File: src/rtl/ppbf_pkg.sv
// ppbf_pkg: shared types, constants and the per-point step schedule for the
// projected point box fit block; no dependencies

package ppbf_pkg;

	localparam int FRAC_BITS  = 16;
	localparam int MAX_POINTS = 1048576;

	localparam int WORD_W  = 32;
	localparam int CNT_W   = $clog2(MAX_POINTS + 1);
	localparam int NWORDS  = 25;
	localparam int WIDX_W  = 5;
	localparam int MUL_A_W = WORD_W + 2;
	localparam int MUL_B_W = WORD_W;
	localparam int PROD_W  = MUL_A_W + MUL_B_W;
	localparam int ACC_W   = 2 * WORD_W - FRAC_BITS + 2;

	localparam int N_STEPS  = 27;
	localparam int LAST_CYC = N_STEPS + 2;
	localparam int STEP_W   = $clog2(LAST_CYC + 1);

	// frame word layout
	localparam int W_ROT = 0;
	localparam int W_TRN = 9;
	localparam int W_CAM = 12;
	localparam int W_CU  = 21;
	localparam int W_CV  = 22;
	localparam int W_BW  = 23;
	localparam int W_BH  = 24;

	// fixed point constants
	localparam logic signed [WORD_W-1:0] FIX_ONE  = WORD_W'(64'sd1 <<< FRAC_BITS);
	localparam logic signed [WORD_W:0]   MIN_SIZE = (WORD_W + 1)'(((64'sd1 <<< FRAC_BITS) + 50) / 100);
	localparam logic signed [WORD_W:0]   LIFT     = (WORD_W + 1)'(((64'sd1 <<< FRAC_BITS) * 2 + 5) / 10);
	localparam logic signed [WORD_W-1:0] S32_MAX  = {1'b0, {(WORD_W - 1){1'b1}}};
	localparam logic signed [WORD_W-1:0] S32_MIN  = {1'b1, {(WORD_W - 1){1'b0}}};

	// camera and projected vector slots
	localparam int V_CX = 0;
	localparam int V_CY = 1;
	localparam int V_CZ = 2;
	localparam int V_QX = 3;
	localparam int V_QY = 4;
	localparam int V_QZ = 5;
	localparam int NVEC = 6;
	localparam int VIDX_W = $clog2(NVEC);

	typedef enum logic [2:0] {
		OP_NOP,
		OP_FIRST,
		OP_ADD,
		OP_LAST,
		OP_GE_X,
		OP_LE_X,
		OP_GE_Y,
		OP_LE_Y
	} op_t;

	typedef enum logic [2:0] {
		A_WORD,
		A_LOX,
		A_HIX,
		A_LOY,
		A_HIY
	} asel_t;

	typedef enum logic [2:0] {
		B_PX,
		B_PY,
		B_PZ,
		B_ONE,
		B_CX,
		B_CY,
		B_CZ,
		B_QZ
	} bsel_t;

	typedef struct packed {
		op_t               op;
		asel_t             asel;
		bsel_t             bsel;
		logic [WIDX_W-1:0] word;
		logic [VIDX_W-1:0] dst;
	} step_t;

	typedef struct packed {
		logic commit;
		logic pass;
		logic emit;
	} acc_ctl_t;

	function automatic step_t mk_step(input op_t op, input asel_t asel, input bsel_t bsel,
		input int word, input int dst);
		step_t s;
		s.op   = op;
		s.asel = asel;
		s.bsel = bsel;
		s.word = WIDX_W'(word);
		s.dst  = VIDX_W'(dst);
		return s;
	endfunction

	// one multiply per step; camera rows take four (translation times one)
	function automatic step_t step_info(input logic [STEP_W-1:0] idx);
		step_t s;
		unique case (idx)
			STEP_W'(0):  s = mk_step(OP_FIRST, A_WORD, B_PX,  W_ROT + 0, V_CX);
			STEP_W'(1):  s = mk_step(OP_ADD,   A_WORD, B_PY,  W_ROT + 1, V_CX);
			STEP_W'(2):  s = mk_step(OP_ADD,   A_WORD, B_PZ,  W_ROT + 2, V_CX);
			STEP_W'(3):  s = mk_step(OP_LAST,  A_WORD, B_ONE, W_TRN + 0, V_CX);
			STEP_W'(4):  s = mk_step(OP_FIRST, A_WORD, B_PX,  W_ROT + 3, V_CY);
			STEP_W'(5):  s = mk_step(OP_ADD,   A_WORD, B_PY,  W_ROT + 4, V_CY);
			STEP_W'(6):  s = mk_step(OP_ADD,   A_WORD, B_PZ,  W_ROT + 5, V_CY);
			STEP_W'(7):  s = mk_step(OP_LAST,  A_WORD, B_ONE, W_TRN + 1, V_CY);
			STEP_W'(8):  s = mk_step(OP_FIRST, A_WORD, B_PX,  W_ROT + 6, V_CZ);
			STEP_W'(9):  s = mk_step(OP_ADD,   A_WORD, B_PY,  W_ROT + 7, V_CZ);
			STEP_W'(10): s = mk_step(OP_ADD,   A_WORD, B_PZ,  W_ROT + 8, V_CZ);
			STEP_W'(11): s = mk_step(OP_LAST,  A_WORD, B_ONE, W_TRN + 2, V_CZ);
			STEP_W'(12): s = mk_step(OP_FIRST, A_WORD, B_CX,  W_CAM + 0, V_QX);
			STEP_W'(13): s = mk_step(OP_ADD,   A_WORD, B_CY,  W_CAM + 1, V_QX);
			STEP_W'(14): s = mk_step(OP_LAST,  A_WORD, B_CZ,  W_CAM + 2, V_QX);
			STEP_W'(15): s = mk_step(OP_FIRST, A_WORD, B_CX,  W_CAM + 3, V_QY);
			STEP_W'(16): s = mk_step(OP_ADD,   A_WORD, B_CY,  W_CAM + 4, V_QY);
			STEP_W'(17): s = mk_step(OP_LAST,  A_WORD, B_CZ,  W_CAM + 5, V_QY);
			STEP_W'(18): s = mk_step(OP_FIRST, A_WORD, B_CX,  W_CAM + 6, V_QZ);
			STEP_W'(19): s = mk_step(OP_ADD,   A_WORD, B_CY,  W_CAM + 7, V_QZ);
			STEP_W'(20): s = mk_step(OP_LAST,  A_WORD, B_CZ,  W_CAM + 8, V_QZ);
			STEP_W'(23): s = mk_step(OP_GE_X,  A_LOX,  B_QZ,  0, 0);
			STEP_W'(24): s = mk_step(OP_LE_X,  A_HIX,  B_QZ,  0, 0);
			STEP_W'(25): s = mk_step(OP_GE_Y,  A_LOY,  B_QZ,  0, 0);
			STEP_W'(26): s = mk_step(OP_LE_Y,  A_HIY,  B_QZ,  0, 0);
			default:     s = mk_step(OP_NOP,   A_WORD, B_PX,  0, 0);
		endcase
		return s;
	endfunction

endpackage

File: src/rtl/ppbf_mul.sv
// ppbf_mul: shared signed multiplier with registered operands and product
// depends on ppbf_pkg

module ppbf_mul import ppbf_pkg::*; (
	input  logic                      clk,
	input  logic signed [MUL_A_W-1:0] a,
	input  logic signed [MUL_B_W-1:0] b,
	output logic signed [PROD_W-1:0]  p
);

	logic signed [MUL_A_W-1:0] a_s1;
	logic signed [MUL_B_W-1:0] b_s1;
	logic signed [PROD_W-1:0]  p_s2;

	always_ff @(posedge clk) begin
		a_s1 <= a;
		b_s1 <= b;
		p_s2 <= PROD_W'(a_s1) * PROD_W'(b_s1);
	end

	assign p = p_s2;

endmodule

File: config.mk
export PLATFORM = sky130hd
export DESIGN_NAME = ppbf_mul
export DESIGN_NICKNAME = d
export VERILOG_FILES = /design/src/rtl/ppbf_pkg.sv /design/src/rtl/ppbf_mul.sv
export SDC_FILE = /design/constraint.sdc
export NUM_CORES = 2
export LEC_CHECK = 0
export BUFFER_PORTS_ARGS = -buffer_cell sky130_fd_sc_hd__buf_2
export CAP_MARGIN = 20
export CORE_ASPECT_RATIO = 1.2
export CORE_MARGIN = 5
export CORE_UTILIZATION = 45
export CTS_CLUSTER_SIZE = 16
export DETAILED_ROUTE_END_ITERATION = 16
export HOLD_SLACK_MARGIN = 0.08
export PLACE_DENSITY_LB_ADDON = 0.3
export SYNTH_ARGS = -nofsm -noshare
export SYNTH_HDL_FRONTEND = slang
export SYNTH_SLANG_ARGS = --single-unit
export TNS_END_PERCENT = 10
File: constraint.sdc
create_clock -name clk -period 8.21 [get_ports clk]
set_clock_uncertainty 0.1 [all_clocks]
set_input_delay 0.821 -clock clk [delete_from_list [all_inputs] [get_ports clk]]
set_output_delay 0.821 -clock clk [all_outputs]
set_load 0.02 [all_outputs]
Word level (Yosys, flattened, before mapping)
Index checks and enable logic that the tools add are counted.

$mul: 1.

Operators by type and width (count): $mul A34 B32 Y66 (1).

Register bits: 132. Output and inout bits: 66. Word-level logic and storage cells: 4.

Longest topological paths before layout
Word-level depth: 1. Depth in mapped cells: 29. Gate-level depth less buffers: 28.

Least setup slack after synthesis
OpenSTA, ideal clock, no wires.

Path type: flip-flop to flip-flop. From: reg a_s1[33]. To: reg p_s2[64] (netlist: p[64]). Data arrival time: 7.650 ns. Data required time: 7.991 ns. Path slack: 0.342 ns. Cell stages (with the launch flop): 26. Buffers on the path: 2. Path through: dfxtp_1 > clkbuf_1 > nand2_1 > inv_1 > fa_1 > inv_1 > fa_1 > fa_1 > inv_1 > fa_1 > inv_1 > fa_1 > inv_1 > fa_1 > fa_1 > fa_1 > ha_1 > clkbuf_1 > nand4_1 > or2_2 > nor3_1 > a2bb2oi_2 > a31oi_4 > and3_4 > a31oi_1 > xnor2_1.

Longest elaborated chain between the ends: 1.

Ends and longest elaborated chain: start: declaration (RTL line ppbf_mul.sv:11) `logic signed [MUL_A_W-1:0] a_s1;`; start signal: assignment (RTL line ppbf_mul.sv:16) `a_s1 <= a;`; $mul A34 B32 Y66 (RTL line ppbf_mul.sv:18) `p_s2 <= PROD_W'(a_s1) * PROD_W'(b_s1);`; end signal: assignment (RTL line ppbf_mul.sv:18); end: declaration (RTL line ppbf_mul.sv:13) `logic signed [PROD_W-1:0] p_s2;`.

Every way passes these cells.

Worst setup path after layout
From: reg b_s1[5]. To: reg p_s2[60] (netlist: p[60]).

Longest elaborated chain between the ends: 1.

Ends and longest elaborated chain: start: declaration (RTL line ppbf_mul.sv:12) `logic signed [MUL_B_W-1:0] b_s1;`; start signal: assignment (RTL line ppbf_mul.sv:17) `b_s1 <= b;`; $mul A34 B32 Y66 (RTL line ppbf_mul.sv:18).

Every way passes these cells.

==> summary.txt <==
Worst-Skew Late Latency -> 0.54 ns
Die Wd -> 284.8 um
CTS tree -> built
Area leader, netlist -> fa_1
RSZ-0062 raised after global routing -> false
Worst hold start -> a[23]
# port buffers -> 132
Crit path largest cell delay -> 0.63 ns
Worst setup EP type -> flop
Slew HR -> 43.94%
R2r startpoint -> b_s1[5]
Synth Register Bits -> 132
Final period util -> 96.61%
Average wire per standard cell -> 19.51 um
Count of flip-flops with a built-in enable after synthesis -> 0
Final hold vios -> 0
Total number of vias -> 28.11k
Initial Utilization -> 45.11%
Cells after Synth -> 4222
Avg Cell Area, Syn -> 9.656 sq um
First-pass GRT wire length -> 174700 um
Via count of the first global-routing pass -> 31.82k
Residual DRC -> 0
Commonest non-fill, non-tap cell in the layout -> fa_1
Ports -> 133
Vias per inst -> 5.093
Post-synth top area share -> 56.08%
Clock-pin slew on the worst setup and hold paths -> 0.09 ns
HPWL Detailed -> 91490 um
Bufs and invs on worst path -> 6
Post-Place Cell Area -> 43990 sq um
Inserted Diodes -> 0
Row Count -> 121
Aggregate global-route resource usage -> 23.45%
Final Setup Violations -> 0
Yosys cell types -> 65
Worst Path Arrival -> 8.29 ns
Commonest cells after routing, fill and taps aside -> 1141 x fa_1, 1049 x inv_1, 557 x nand2_1
Hold Slack -> 0.2786 ns
Total clock sinks -> 132
Cell mode on critical path -> fa_1
Worst EP required -> 8.56 ns
Status -> completed
Area of the multi-input gates -> 33430 sq um
Sequential cell area -> 2659 sq um
CP delay by family, top -> adder cells
Hold-fix buffer count after cts -> 0
Share of cells above drive strength 1 -> 8.826%
Worst slew pin tran -> 0.8400 ns
CP max FO -> 14
Total core area -> 90380 sq um
Post-Syn Area -> 40770 sq um
Largest net degree at the start of global routing -> 35
Critical path startpoint category -> flop
Critical Path Start -> b_s1[5]
Largest cells by area after synthesis -> fa_1 56%, inv_1 9.7%, and2_1 8.3%
Gr ovfl total -> 0
Mapped Nets -> 5619
Total die area -> 96740 sq um
Critical path's slowest cell -> a31oi_1
Class of the worst hold path -> in2reg
Post-CTS Resized -> 4
Ys flop type -> dfxtp_1
Clk root buf -> clkbuf_16
Num CTS Buffers -> 17
Setup bufs post-CTS -> 0
Type of the worst setup path -> reg2reg
Total Nets Final -> 5735
Post-Layout Inst Area -> 44640 sq um
ANT nets after route -> 0
Clk buf depth -> 2
Final WL -> 107700 um
Max Slew Vio Count -> 0
Die H -> 339.7 um
RD Place Congestion -> 0.8668
H-tree depth -> 4
Synth-to-layout area growth -> 9.505%
Minimum clock period -> 7.932 ns
Register area share after synthesis -> 6.482%
FFs w/ async S/R, synth -> 0%
DRT Pass-1 Iters -> 7
Number of fill cells -> 8359
Highest clock rate -> 126.1 MHz
Initial antenna violation count -> 1
Total of max-cap violations -> 0
Synthesis Warnings -> 0
DR iter-0 viols -> 1459
[final timing paths]
path	to	slack (ns)	cells after the start
min reg2reg	p[0]	0.59	2
max reg2reg	p[60]	0.28	26
min	a_s1[23]	0.28	1
max	p[60]	0.28	26
[sequential cells by signal, summed over array words and instances, names as in the netlist]
register,flops
a_s1,34
p,66
b_s1,32
[cell usage after synthesis (all sizes together) (3+ instances only)]
library cell  instances
fa                 1142
inv                1049
nand2               558
and2                540
clkbuf              210
ha                  188
dfxtp               132
a21oi                67
xnor2                47
nor2                 45
o21ai                36
a21o                 35
xor2                 26
nand2b               18
o21bai               14
nand3                11
nor2b                10
nand4                 9
a31oi                 8
and3                  8
a211oi                7
o211ai                6
o21a                  5
or3                   5
buf                   4
nor3                  4
a21boi                3
and4                  3
o31ai                 3
or2                   3
[layout make-up]
type | instances | share of cell area, %
multi-input cells | 2827 | 74.87
well taps | 1168 | 3.273
clock inverters | 14 | 0.3419
flip-flops and latches | 132 | 5.956
inverters | 1049 | 8.820
clock buffers | 18 | 0.9837
repair buffers | 311 | 5.751
[stage by stage]
| step | util, % | TNS (ns) | cells | setup WS (ns) |
|---|---|---|---|---|
| 2_1_floorplan | - | 0 | 4222 | 0.3417 |
| 3_3_place_gp | 48.67 | -0.09566 | 5487 | -0.06540 |
| 3_5_place_dp | 48.67 | -0.09355 | 5487 | -0.07065 |
| 4_1_cts | 49.34 | 0 | 5519 | 0.03190 |
| 5_1_grt | 49.39 | 0 | 5519 | 0.02257 |
| 6_report | 49.39 | 0 | 5519 | 0.2784 |
[metal layers]
metal / part of all wire [%] / GRT usage (%)
met1: 36 / 26.51
met2: 55 / 43.89
met3: 3.7 / 2.680
met4: 5.2 / 11.26
met5: 0 / 0
[cells by family (layout without fill, tap and decap cells)]
logic type,Yosys count,count (layout),share of synthesized area [%]
AND/OR/NAND/NOR,1216,1216,14.98
XOR/XNOR,73,73,1.568
buffers and inverters,1263,1392,11.64
adder cells (fa/ha/maj),1330,1330,61.85
AO/OA/AOI/OAI,208,208,3.480
flip-flops,132,132,6.482
Power is left out: the tool's default activity adds up to more than one toggle a clock period on the data nets, which glitch-free logic cannot reach.
