`src/rtl/ppbf_pkg.sv`:
```
// ppbf_pkg: shared types, constants and the per-point step schedule for the
// projected point box fit block; no dependencies

package ppbf_pkg;

	localparam int FRAC_BITS  = 16;
	localparam int MAX_POINTS = 1048576;

	localparam int WORD_W  = 32;
	localparam int CNT_W   = $clog2(MAX_POINTS + 1);
	localparam int NWORDS  = 25;
	localparam int WIDX_W  = 5;
	localparam int MUL_A_W = WORD_W + 2;
	localparam int MUL_B_W = WORD_W;
	localparam int PROD_W  = MUL_A_W + MUL_B_W;
	localparam int ACC_W   = 2 * WORD_W - FRAC_BITS + 2;

	localparam int N_STEPS  = 27;
	localparam int LAST_CYC = N_STEPS + 2;
	localparam int STEP_W   = $clog2(LAST_CYC + 1);

	// frame word layout
	localparam int W_ROT = 0;
	localparam int W_TRN = 9;
	localparam int W_CAM = 12;
	localparam int W_CU  = 21;
	localparam int W_CV  = 22;
	localparam int W_BW  = 23;
	localparam int W_BH  = 24;

	// fixed point constants
	localparam logic signed [WORD_W-1:0] FIX_ONE  = WORD_W'(64'sd1 <<< FRAC_BITS);
	localparam logic signed [WORD_W:0]   MIN_SIZE = (WORD_W + 1)'(((64'sd1 <<< FRAC_BITS) + 50) / 100);
	localparam logic signed [WORD_W:0]   LIFT     = (WORD_W + 1)'(((64'sd1 <<< FRAC_BITS) * 2 + 5) / 10);
	localparam logic signed [WORD_W-1:0] S32_MAX  = {1'b0, {(WORD_W - 1){1'b1}}};
	localparam logic signed [WORD_W-1:0] S32_MIN  = {1'b1, {(WORD_W - 1){1'b0}}};

	// camera and projected vector slots
	localparam int V_CX = 0;
	localparam int V_CY = 1;
	localparam int V_CZ = 2;
	localparam int V_QX = 3;
	localparam int V_QY = 4;
	localparam int V_QZ = 5;
	localparam int NVEC = 6;
	localparam int VIDX_W = $clog2(NVEC);

	typedef enum logic [2:0] {
		OP_NOP,
		OP_FIRST,
		OP_ADD,
		OP_LAST,
		OP_GE_X,
		OP_LE_X,
		OP_GE_Y,
		OP_LE_Y
	} op_t;

	typedef enum logic [2:0] {
		A_WORD,
		A_LOX,
		A_HIX,
		A_LOY,
		A_HIY
	} asel_t;

	typedef enum logic [2:0] {
		B_PX,
		B_PY,
		B_PZ,
		B_ONE,
		B_CX,
		B_CY,
		B_CZ,
		B_QZ
	} bsel_t;

	typedef struct packed {
		op_t               op;
		asel_t             asel;
		bsel_t             bsel;
		logic [WIDX_W-1:0] word;
		logic [VIDX_W-1:0] dst;
	} step_t;

	typedef struct packed {
		logic commit;
		logic pass;
		logic emit;
	} acc_ctl_t;

	function automatic step_t mk_step(input op_t op, input asel_t asel, input bsel_t bsel,
		input int word, input int dst);
		step_t s;
		s.op   = op;
		s.asel = asel;
		s.bsel = bsel;
		s.word = WIDX_W'(word);
		s.dst  = VIDX_W'(dst);
		return s;
	endfunction

	// one multiply per step; camera rows take four (translation times one)
	function automatic step_t step_info(input logic [STEP_W-1:0] idx);
		step_t s;
		unique case (idx)
			STEP_W'(0):  s = mk_step(OP_FIRST, A_WORD, B_PX,  W_ROT + 0, V_CX);
			STEP_W'(1):  s = mk_step(OP_ADD,   A_WORD, B_PY,  W_ROT + 1, V_CX);
			STEP_W'(2):  s = mk_step(OP_ADD,   A_WORD, B_PZ,  W_ROT + 2, V_CX);
			STEP_W'(3):  s = mk_step(OP_LAST,  A_WORD, B_ONE, W_TRN + 0, V_CX);
			STEP_W'(4):  s = mk_step(OP_FIRST, A_WORD, B_PX,  W_ROT + 3, V_CY);
			STEP_W'(5):  s = mk_step(OP_ADD,   A_WORD, B_PY,  W_ROT + 4, V_CY);
			STEP_W'(6):  s = mk_step(OP_ADD,   A_WORD, B_PZ,  W_ROT + 5, V_CY);
			STEP_W'(7):  s = mk_step(OP_LAST,  A_WORD, B_ONE, W_TRN + 1, V_CY);
			STEP_W'(8):  s = mk_step(OP_FIRST, A_WORD, B_PX,  W_ROT + 6, V_CZ);
			STEP_W'(9):  s = mk_step(OP_ADD,   A_WORD, B_PY,  W_ROT + 7, V_CZ);
			STEP_W'(10): s = mk_step(OP_ADD,   A_WORD, B_PZ,  W_ROT + 8, V_CZ);
			STEP_W'(11): s = mk_step(OP_LAST,  A_WORD, B_ONE, W_TRN + 2, V_CZ);
			STEP_W'(12): s = mk_step(OP_FIRST, A_WORD, B_CX,  W_CAM + 0, V_QX);
			STEP_W'(13): s = mk_step(OP_ADD,   A_WORD, B_CY,  W_CAM + 1, V_QX);
			STEP_W'(14): s = mk_step(OP_LAST,  A_WORD, B_CZ,  W_CAM + 2, V_QX);
			STEP_W'(15): s = mk_step(OP_FIRST, A_WORD, B_CX,  W_CAM + 3, V_QY);
			STEP_W'(16): s = mk_step(OP_ADD,   A_WORD, B_CY,  W_CAM + 4, V_QY);
			STEP_W'(17): s = mk_step(OP_LAST,  A_WORD, B_CZ,  W_CAM + 5, V_QY);
			STEP_W'(18): s = mk_step(OP_FIRST, A_WORD, B_CX,  W_CAM + 6, V_QZ);
			STEP_W'(19): s = mk_step(OP_ADD,   A_WORD, B_CY,  W_CAM + 7, V_QZ);
			STEP_W'(20): s = mk_step(OP_LAST,  A_WORD, B_CZ,  W_CAM + 8, V_QZ);
			STEP_W'(23): s = mk_step(OP_GE_X,  A_LOX,  B_QZ,  0, 0);
			STEP_W'(24): s = mk_step(OP_LE_X,  A_HIX,  B_QZ,  0, 0);
			STEP_W'(25): s = mk_step(OP_GE_Y,  A_LOY,  B_QZ,  0, 0);
			STEP_W'(26): s = mk_step(OP_LE_Y,  A_HIY,  B_QZ,  0, 0);
			default:     s = mk_step(OP_NOP,   A_WORD, B_PX,  0, 0);
		endcase
		return s;
	endfunction

endpackage

```
`src/rtl/ppbf_acc.sv`:
```
// ppbf_acc: running min/max and count of accepted points, result register
// depends on ppbf_pkg; driven by the sequencer in projected_point_box_fit

module ppbf_acc import ppbf_pkg::*; (
	input  logic                     clk,
	input  logic                     arst_n,
	input  acc_ctl_t                 ctl,
	input  logic signed [WORD_W-1:0] px,
	input  logic signed [WORD_W-1:0] py,
	input  logic signed [WORD_W-1:0] pz,
	output logic                     out_valid,
	input  logic                     out_stall,
	output logic                     found,
	output logic signed [WORD_W-1:0] center_x,
	output logic signed [WORD_W-1:0] center_y,
	output logic signed [WORD_W-1:0] center_z,
	output logic        [WORD_W-1:0] size_x,
	output logic        [WORD_W-1:0] size_y,
	output logic        [WORD_W-1:0] size_z,
	output logic signed [WORD_W-1:0] label_height,
	output logic        [CNT_W-1:0]  inside_count
);

	logic signed [WORD_W-1:0] min_x_q, min_y_q, min_z_q;
	logic signed [WORD_W-1:0] max_x_q, max_y_q, max_z_q;
	logic        [CNT_W-1:0]  count_q;
	logic                     out_valid_q;

	logic                     found_q;
	logic signed [WORD_W-1:0] cx_q, cy_q, cz_q, lh_q;
	logic        [WORD_W-1:0] sx_q, sy_q, sz_q;
	logic        [CNT_W-1:0]  cnt_out_q;

	logic signed [WORD_W:0] sum_x, sum_y, sum_z;
	logic signed [WORD_W:0] dif_x, dif_y, dif_z;
	logic signed [WORD_W:0] lift_z;
	logic        [WORD_W-1:0] sz_x, sz_y, sz_z;
	logic signed [WORD_W-1:0] lh;

	always_comb begin
		sum_x  = {min_x_q[WORD_W-1], min_x_q} + {max_x_q[WORD_W-1], max_x_q};
		sum_y  = {min_y_q[WORD_W-1], min_y_q} + {max_y_q[WORD_W-1], max_y_q};
		sum_z  = {min_z_q[WORD_W-1], min_z_q} + {max_z_q[WORD_W-1], max_z_q};
		dif_x  = {max_x_q[WORD_W-1], max_x_q} - {min_x_q[WORD_W-1], min_x_q};
		dif_y  = {max_y_q[WORD_W-1], max_y_q} - {min_y_q[WORD_W-1], min_y_q};
		dif_z  = {max_z_q[WORD_W-1], max_z_q} - {min_z_q[WORD_W-1], min_z_q};
		lift_z = {max_z_q[WORD_W-1], max_z_q} + LIFT;
		sz_x   = (dif_x < MIN_SIZE) ? MIN_SIZE[WORD_W-1:0] : dif_x[WORD_W-1:0];
		sz_y   = (dif_y < MIN_SIZE) ? MIN_SIZE[WORD_W-1:0] : dif_y[WORD_W-1:0];
		sz_z   = (dif_z < MIN_SIZE) ? MIN_SIZE[WORD_W-1:0] : dif_z[WORD_W-1:0];
		lh     = (lift_z > (WORD_W + 1)'(S32_MAX)) ? S32_MAX : lift_z[WORD_W-1:0];
	end

	always_ff @(posedge clk or negedge arst_n) begin
		if (!arst_n) begin
			min_x_q     <= S32_MAX;
			min_y_q     <= S32_MAX;
			min_z_q     <= S32_MAX;
			max_x_q     <= S32_MIN;
			max_y_q     <= S32_MIN;
			max_z_q     <= S32_MIN;
			count_q     <= '0;
			out_valid_q <= 1'b0;
		end else begin
			if (ctl.emit) begin
				min_x_q     <= S32_MAX;
				min_y_q     <= S32_MAX;
				min_z_q     <= S32_MAX;
				max_x_q     <= S32_MIN;
				max_y_q     <= S32_MIN;
				max_z_q     <= S32_MIN;
				count_q     <= '0;
				out_valid_q <= 1'b1;
			end else begin
				if (out_valid_q && !out_stall) begin
					out_valid_q <= 1'b0;
				end
				if (ctl.commit && ctl.pass) begin
					if (px < min_x_q) min_x_q <= px;
					if (py < min_y_q) min_y_q <= py;
					if (pz < min_z_q) min_z_q <= pz;
					if (px > max_x_q) max_x_q <= px;
					if (py > max_y_q) max_y_q <= py;
					if (pz > max_z_q) max_z_q <= pz;
					if (count_q < CNT_W'(MAX_POINTS)) count_q <= count_q + 1'b1;
				end
			end
		end
	end

	// result payload, zero when nothing fell inside the box
	always_ff @(posedge clk) begin
		if (ctl.emit) begin
			if (count_q != '0) begin
				found_q   <= 1'b1;
				cx_q      <= sum_x[WORD_W:1];
				cy_q      <= sum_y[WORD_W:1];
				cz_q      <= sum_z[WORD_W:1];
				sx_q      <= sz_x;
				sy_q      <= sz_y;
				sz_q      <= sz_z;
				lh_q      <= lh;
				cnt_out_q <= count_q;
			end else begin
				found_q   <= 1'b0;
				cx_q      <= '0;
				cy_q      <= '0;
				cz_q      <= '0;
				sx_q      <= '0;
				sy_q      <= '0;
				sz_q      <= '0;
				lh_q      <= '0;
				cnt_out_q <= '0;
			end
		end
	end

	assign out_valid    = out_valid_q;
	assign found        = found_q;
	assign center_x     = cx_q;
	assign center_y     = cy_q;
	assign center_z     = cz_q;
	assign size_x       = sx_q;
	assign size_y       = sy_q;
	assign size_z       = sz_q;
	assign label_height = lh_q;
	assign inside_count = cnt_out_q;

endmodule

```
`config.mk`:
```
export PLATFORM = sky130hd
export DESIGN_NAME = ppbf_acc
export DESIGN_NICKNAME = d
export VERILOG_FILES = /design/src/rtl/ppbf_pkg.sv /design/src/rtl/ppbf_acc.sv
export SDC_FILE = /design/constraint.sdc
export NUM_CORES = 1
export LEC_CHECK = 0
export BUFFER_PORTS_ARGS = -buffer_cell sky130_fd_sc_hd__buf_2
export CAP_MARGIN = 15
export CORE_UTILIZATION = 40
export CTS_CLUSTER_SIZE = 40
export DETAILED_ROUTE_END_ITERATION = 12
export PLACE_DENSITY = 0.66
export SETUP_SLACK_MARGIN = 0.2
export SKIP_CTS_REPAIR_TIMING = 1
export SYNTH_ARGS = -nofsm -noshare
export SYNTH_HDL_FRONTEND = slang
export SYNTH_SLANG_ARGS = --single-unit
export TNS_END_PERCENT = 100
```
`constraint.sdc`:
```
create_clock -name clk -period 7.1 [get_ports clk]
set_input_delay 0.71 -clock clk [delete_from_list [all_inputs] [get_ports clk]]
set_output_delay 0.71 -clock clk [all_outputs]
set_load 0.005 [all_outputs]
```
### Word-level counts from Yosys, hierarchy flattened

Cells that the tools add are included.

* add/subtract/negate cells: 8
* $lt $le $gt $ge: 11
* mux-type cells: 28
* bitwise gates (word level): 1
* reductions and logical operators: 24

Operators by type and width (count)
* 2-to-1 mux 32 bit: 18
* adder 32 x 32 -> 33 bit: 3
* less-than comparator 33 x 11 -> 1 bit, second input constant: 3
* subtractor 32 x 32 -> 33 bit: 3
* greater-than comparator 32 bit: 3
* less-than comparator 32 bit: 3
* 2-to-1 mux 21 bit: 3
* adder 32 x 15 -> 33 bit, second input constant: 1
* greater-than comparator 33 x 32 -> 1 bit, second input constant: 1
* 2-to-1 mux 31 bit: 1
* 2-to-1 mux 10 bit: 3
* adder 21 x 1 -> 21 bit, second input constant: 1
* less-than comparator 21 bit, second input constant: 1
* nonzero test 21 bit: 1
* nonzero test 2 bit: 9
* AND reduction 2 bit: 7
* OR reduction 2 bit: 4
* 2-to-1 mux 1 bit: 3
* logical AND 1 bit: 2
* zero test 1 bit: 1
* NOT 1 bit: 1

* flip-flop bits (word level): 460
* word-level logic and storage cells: 93

### Longest topological paths before layout

* depth after elaboration: 4
* mapped depth: 15

### Least setup slack after synthesis

OpenSTA, ideal clock, no wires.

* path kind: register to register
* from: register min_y_q[0]
* to: register sy_q[4], in the netlist size_y[4], data pin
* setup time: 0.256 ns
* data arrival time: 3.376 ns
* required time: 6.844 ns
* setup slack: 3.467 ns
* cell stages (with the launch flop): 14
* buffers on the path: 1
* period minus slack after synthesis: 3.633 ns
* cells stage by stage: dfstp_2 ha_1 inv_1 fa_1 a211o_4 a221oi_4 o211a_1 buf_6 a211oi_1 or4_4 a222oi_1 and4_1 nand3_2 and3b_2

* cells in the longest elaborated chain, start to end: 3

Ends and longest elaborated chain
* start: declaration: line ppbf_acc.sv:24 `logic signed [WORD_W-1:0] min_x_q, min_y_q, min_z_q;`
* start signal: assignment: line ppbf_acc.sv:80 `if (py < min_y_q) min_y_q <= py;`
* subtractor 32 x 32 -> 33 bit (*): line ppbf_acc.sv:45 `dif_y = {max_y_q[WORD_W-1], max_y_q} - {min_y_q[WORD_W-1], min_y_q};`
* less-than comparator 33 x 11 -> 1 bit: line ppbf_acc.sv:49 `sz_y = (dif_y < MIN_SIZE) ? MIN_SIZE[WORD_W-1:0] : dif_y[WORD_W-1:0];`
* OR reduction 2 bit (no line)
* end signal: assignment: line ppbf_acc.sv:100 `sy_q <= sz_y;`
* end: declaration: line ppbf_acc.sv:31 `logic [WORD_W-1:0] sx_q, sy_q, sz_q;`

Every way passes the cells marked *; elsewhere a longest branch is shown, timed or not.
A chain may end at the register's enable or synchronous reset.

### Worst setup path after layout

* from: register min_y_q[9]
* to: register sy_q[31], in the netlist size_y[31], data pin

The elaborated chain is that of the path after synthesis.

==> results.md <==
- The run finished with clean final reports.
- STA classifies the critical path endpoint as a register.
- Global routing used 24.05% of the available tracks.
- Global routing finished with a remaining overflow of 0.
- Of all nets on the critical path, the largest fanout is 17.
- The area of the die is 87060 um^2.
- The peak supply drop is 0.0001670 V.
- The static leakage power is 17.14 nW.
- Of the post-synthesis cell area, the dominant cell type holds 21.50%.
- The required arrival time at the worst endpoint is 7.54 ns.
- The largest net degree at the start of global routing is 161.
- The synthesized design contains 460 register bits.
- Setup repair after global routing left no endpoint under its margin.
- Prior to clock tree synthesis, the placed netlist has a worst setup slack of 2.539 ns.
- The clock transition at the registers of the reported paths is 0.06 ns.
- Summing the areas of all compound-gate instances in the mapped netlist gives 18.17% of the synthesized area.
- The average instance area after synthesis is 9.305 um^2.
- The longest individual stage delay on the worst path is 0.83 ns.
- In this run the horizontal extent of the chip is 295.1 um.
- The biggest area contributor in the post-synthesis netlist is edfxtp_1.
- TritonCTS built the clock tree.
- The number of buffer cells added on primary ports is 348.
- Across the run, the number of max-cap violations was 0.
- Traced cell by cell, the critical path runs through inv_1 > ha_1 > nand2_1 > or3_1 > o211a_1 > a211oi_1 > o31ai_1 > a22oi_1 > nand2_1 > nor3_1.
- The filler cell count in the final layout is 8256.
- Headroom to the max-slew limit came out at 22.68%.
- The count of warnings emitted by yosys is 0.
- The number of detailed-route iterations in the first pass is 5.
- The top achievable clock speed is 213.2 MHz.
- Among the stages of the critical path, the cell type that occurs most often is nand2_1.
- The most used flip-flop cell after synthesis is edfxtp_1.
- nor2_1 is the most common cell in the netlist.
- The post-synthesis xor/xnor area fraction is 4.283%.
- The commonest cells after synthesis are 420 x nor2_1, 385 x ha_1, 291 x inv_1.
- TritonCTS created 55 clock buffers.
- The initial antenna violation count is 12.
- The combined buffer and inverter count along the critical path is 1.
- After detailed routing, the number of remaining DRC violations is 0.
- The number of global-route vias before repair is 27480.
- The clock period could shrink to 4.690 ns.
- The overall power after layout is 8.797 mW.
- The utilization of the core after routing is 45.68%.
- The largest family of logic cells by synthesized area is compound AO/OA/AOI/OAI gates.
- The worst setup path is launched from a register.
- The first global-routing pass estimated 163300 um of wire.
- In this run the vertical extent of the chip is 295.1 um.
- After synthesis, the share of flip-flops with an asynchronous set or reset is 46.52%.
- The final setup slack of the worst path is 2.410 ns.
- Counting every instance in the synthesized netlist gives 3692.
- The area growth from synthesis to layout is 13.23%.
- The family of cells with the greatest summed delay on the critical path is compound AO/OA/AOI/OAI gates.
- The initial DRC count is 2204.
- The initial utilization of the core area, before any placement, comes to 40.35%.
- CTS placed an instance of clkbuf_16 at the clock tree root.
- The simple-gate share of the synthesized area is 15.99%.
- The clock net sink count is 460.
- The maximum buffer depth of the clock tree is 3.
- The share of the cycle needed by the critical path after routing is 66.06%.
- In the routed layout, each cell is associated on average with a via count of 5.651.
- The count of nets left with antenna violations once routing finished came out at 0.
- The number of max-slew violations in the final report is 0.
- The number of unique standard cell types used by synthesis is 113.
- The placed instances occupy a cell area of 36900 um^2.
- The tightest min-delay check is of the in2async type.
- The actual slew at the worst max-slew pin is 1.160 ns.
- After synthesis, the cell types taking the most area are edfxtp_1 22%, ha_1 14%, dfrtp_1 8.6%, dfstp_2 7.3%, nor2_1 4.6%.
- The core region is 85150 um^2.
- The setup TNS is 0 ns.
- The wire-length estimate of the detail-placed layout is 82740 um.
- The number of endpoints failing setup at the final stage is 0.
- The global placer's final weighted congestion is 0.9688.
- In this run the number of H-tree levels came out at 2.
- The synthesized cell area is 34350 um^2.
- The row count is 107.
- The post-synthesis mux area share is 4.061%.
- Of the cells placed in the final design, the portion with a size suffix greater than 1 is 15.51%.
- The setup path with the least slack is of type reg2reg.
- The clock latency at the later pin of the worst-skew pair is 0.63 ns.
- The synthesized net count is 4185.
- After Yosys synthesis, full adders, half adders and majority gates account for 14.37% of the synthesized area.
- Among all stages on the critical path, the largest delay is contributed by a22oi_1.
- The final hold violation count is 0.
- The number of vias after detailed routing is 28960.
- The average detailed-routed wire length per instance is 21.14 um.
- Summing all non-filler instances in the final layout gives an area of 38900 um^2.
- For this run, the register share of the synthesized area comes to 37.44%.
- The number of enable flip-flop cells after synthesis is 246.
- The number of nets at the end of the flow is 4418.
- The final layout contains routed wiring with a total length of 108300 um.
- Data arrives at the worst endpoint at 5.13 ns.
- Between clock sinks in the finished design, the worst skew comes to 0.02107 ns.
- During I/O placement, the number of pins put on the boundary was 349.
- The ratio of total power to cell area is 226.2 nW/um^2.
-- kinds of logic (layout without fill, tap and decap cells) --
logic type,count (synthesis),count (layout)
flip-flops,460,460
AND/OR/NAND/NOR,1132,1132
multiplexers,139,139
buffers and inverters,481,761
XOR/XNOR,168,168
AO/OA/AOI/OAI,921,921
other,0,9
adder cells (fa/ha/maj),391,391
-- per-stage QoR --
step,cells,hold WS (ns)
global placement,5012,0.4559
floorplan,3692,0.4144
finish,5125,0.08889
global route,5116,0.1444
CTS,5116,0.1346
detailed placement,5012,0.4609
-- metal layers --
metal | up-vias | wire [um] | global-route usage, %
met4 | 14 | 2914 | 6.774
met3 | 180 | 7183 | 3.962
met5 | - | 90 | 0
li1 | 13840 | - | -
met2 | 922 | 50710 | 39.87
met1 | 14000 | 47450 | 32.23
-- report_power, final --
| group | switching [mW] | internal (mW) | leakage (nW) |
|---|---|---|---|
| Combinational | 1.52 | 0.946 | 11.0 |
| Clock | 1.23 | 1.88 | 0.965 |
| Sequential | 0.131 | 3.08 | 5.17 |
| Total | 2.89 | 5.91 | 17.1 |
-- layout by cell type, fill, tap and decap left out, types with 16 or more instances in the layout --
cell	synthesis	routed
nor2_1	420	419
xor2_1	26	26
nor2b_1	39	39
nand4_1	63	63
nand2b_1	41	41
nand3_1	57	57
and3_1	30	30
dfrtp_1	118	118
o21ai_0	163	163
o21bai_1	29	29
dfstp_2	96	96
edfxtp_1	246	246
nor4_1	35	35
and4_1	16	16
a21o_1	81	81
a211oi_1	36	36
mux2i_1	136	134
o31ai_1	30	30
a21oi_1	234	233
a31oi_1	19	19
inv_1	291	290
clkbuf_16	0	55
o211ai_1	89	89
or3_1	48	48
buf_2	34	346
and2_1	21	21
o21a_1	40	40
nor3_1	64	64
xnor2_1	142	142
ha_1	385	385
nand2_1	221	221
-- final timing paths --
kind | cells after the start | slack, ns | start | endpoint
max in group asynchronous | 2 | 5.79 | arst_n | max_y_q[21]$_DFFE_PN0P_
setup reg to reg | 10 | 2.41 | min_y_q[9]$_DFFE_PN1P_ | size_y[31]$_SDFFCE_PP0P_
hold reg to reg | 2 | 0.47 | out_valid$_DFFE_PN0P_ | out_valid$_DFFE_PN0P_
setup / recovery | 10 | 2.41 | min_y_q[9]$_DFFE_PN1P_ | size_y[31]$_SDFFCE_PP0P_
min in group clk | 3 | 0.29 | out_stall | out_valid$_DFFE_PN0P_
hold / removal | 1 | 0.09 | arst_n | count_q[9]$_DFFE_PN0P_
-- cell type report --
| class | count | area [um^2] | area share [%] |
|---|---|---|---|
| Tap cell | 1144 | 1431 | 3.680 |
| Clock inverter | 34 | 504.2 | 1.296 |
| Clock buffer | 70 | 1473 | 3.786 |
| Sequential cell | 460 | 12860 | 33.07 |
| Antenna cell | 9 | 22.52 | 0.05790 |
| Timing Repair Buffer | 364 | 1919 | 4.934 |
| Inverter | 293 | 1101 | 2.831 |
| Multi-Input combinational cell | 2751 | 19590 | 50.35 |
-- worst register-to-register path: cells and delay by family (launching register included) --
| family | cells | cell delay [ns] |
|---|---|---|
| AND/OR/NAND/NOR | 4 | 1.53 |
| flip-flops | 1 | 0.53 |
| AO/OA/AOI/OAI | 4 | 1.82 |
| buffers and inverters | 1 | 0.07 |
| adder cells (fa/ha/maj) | 1 | 0.56 |
No activity file was read; power rests on OpenSTA's default activity.
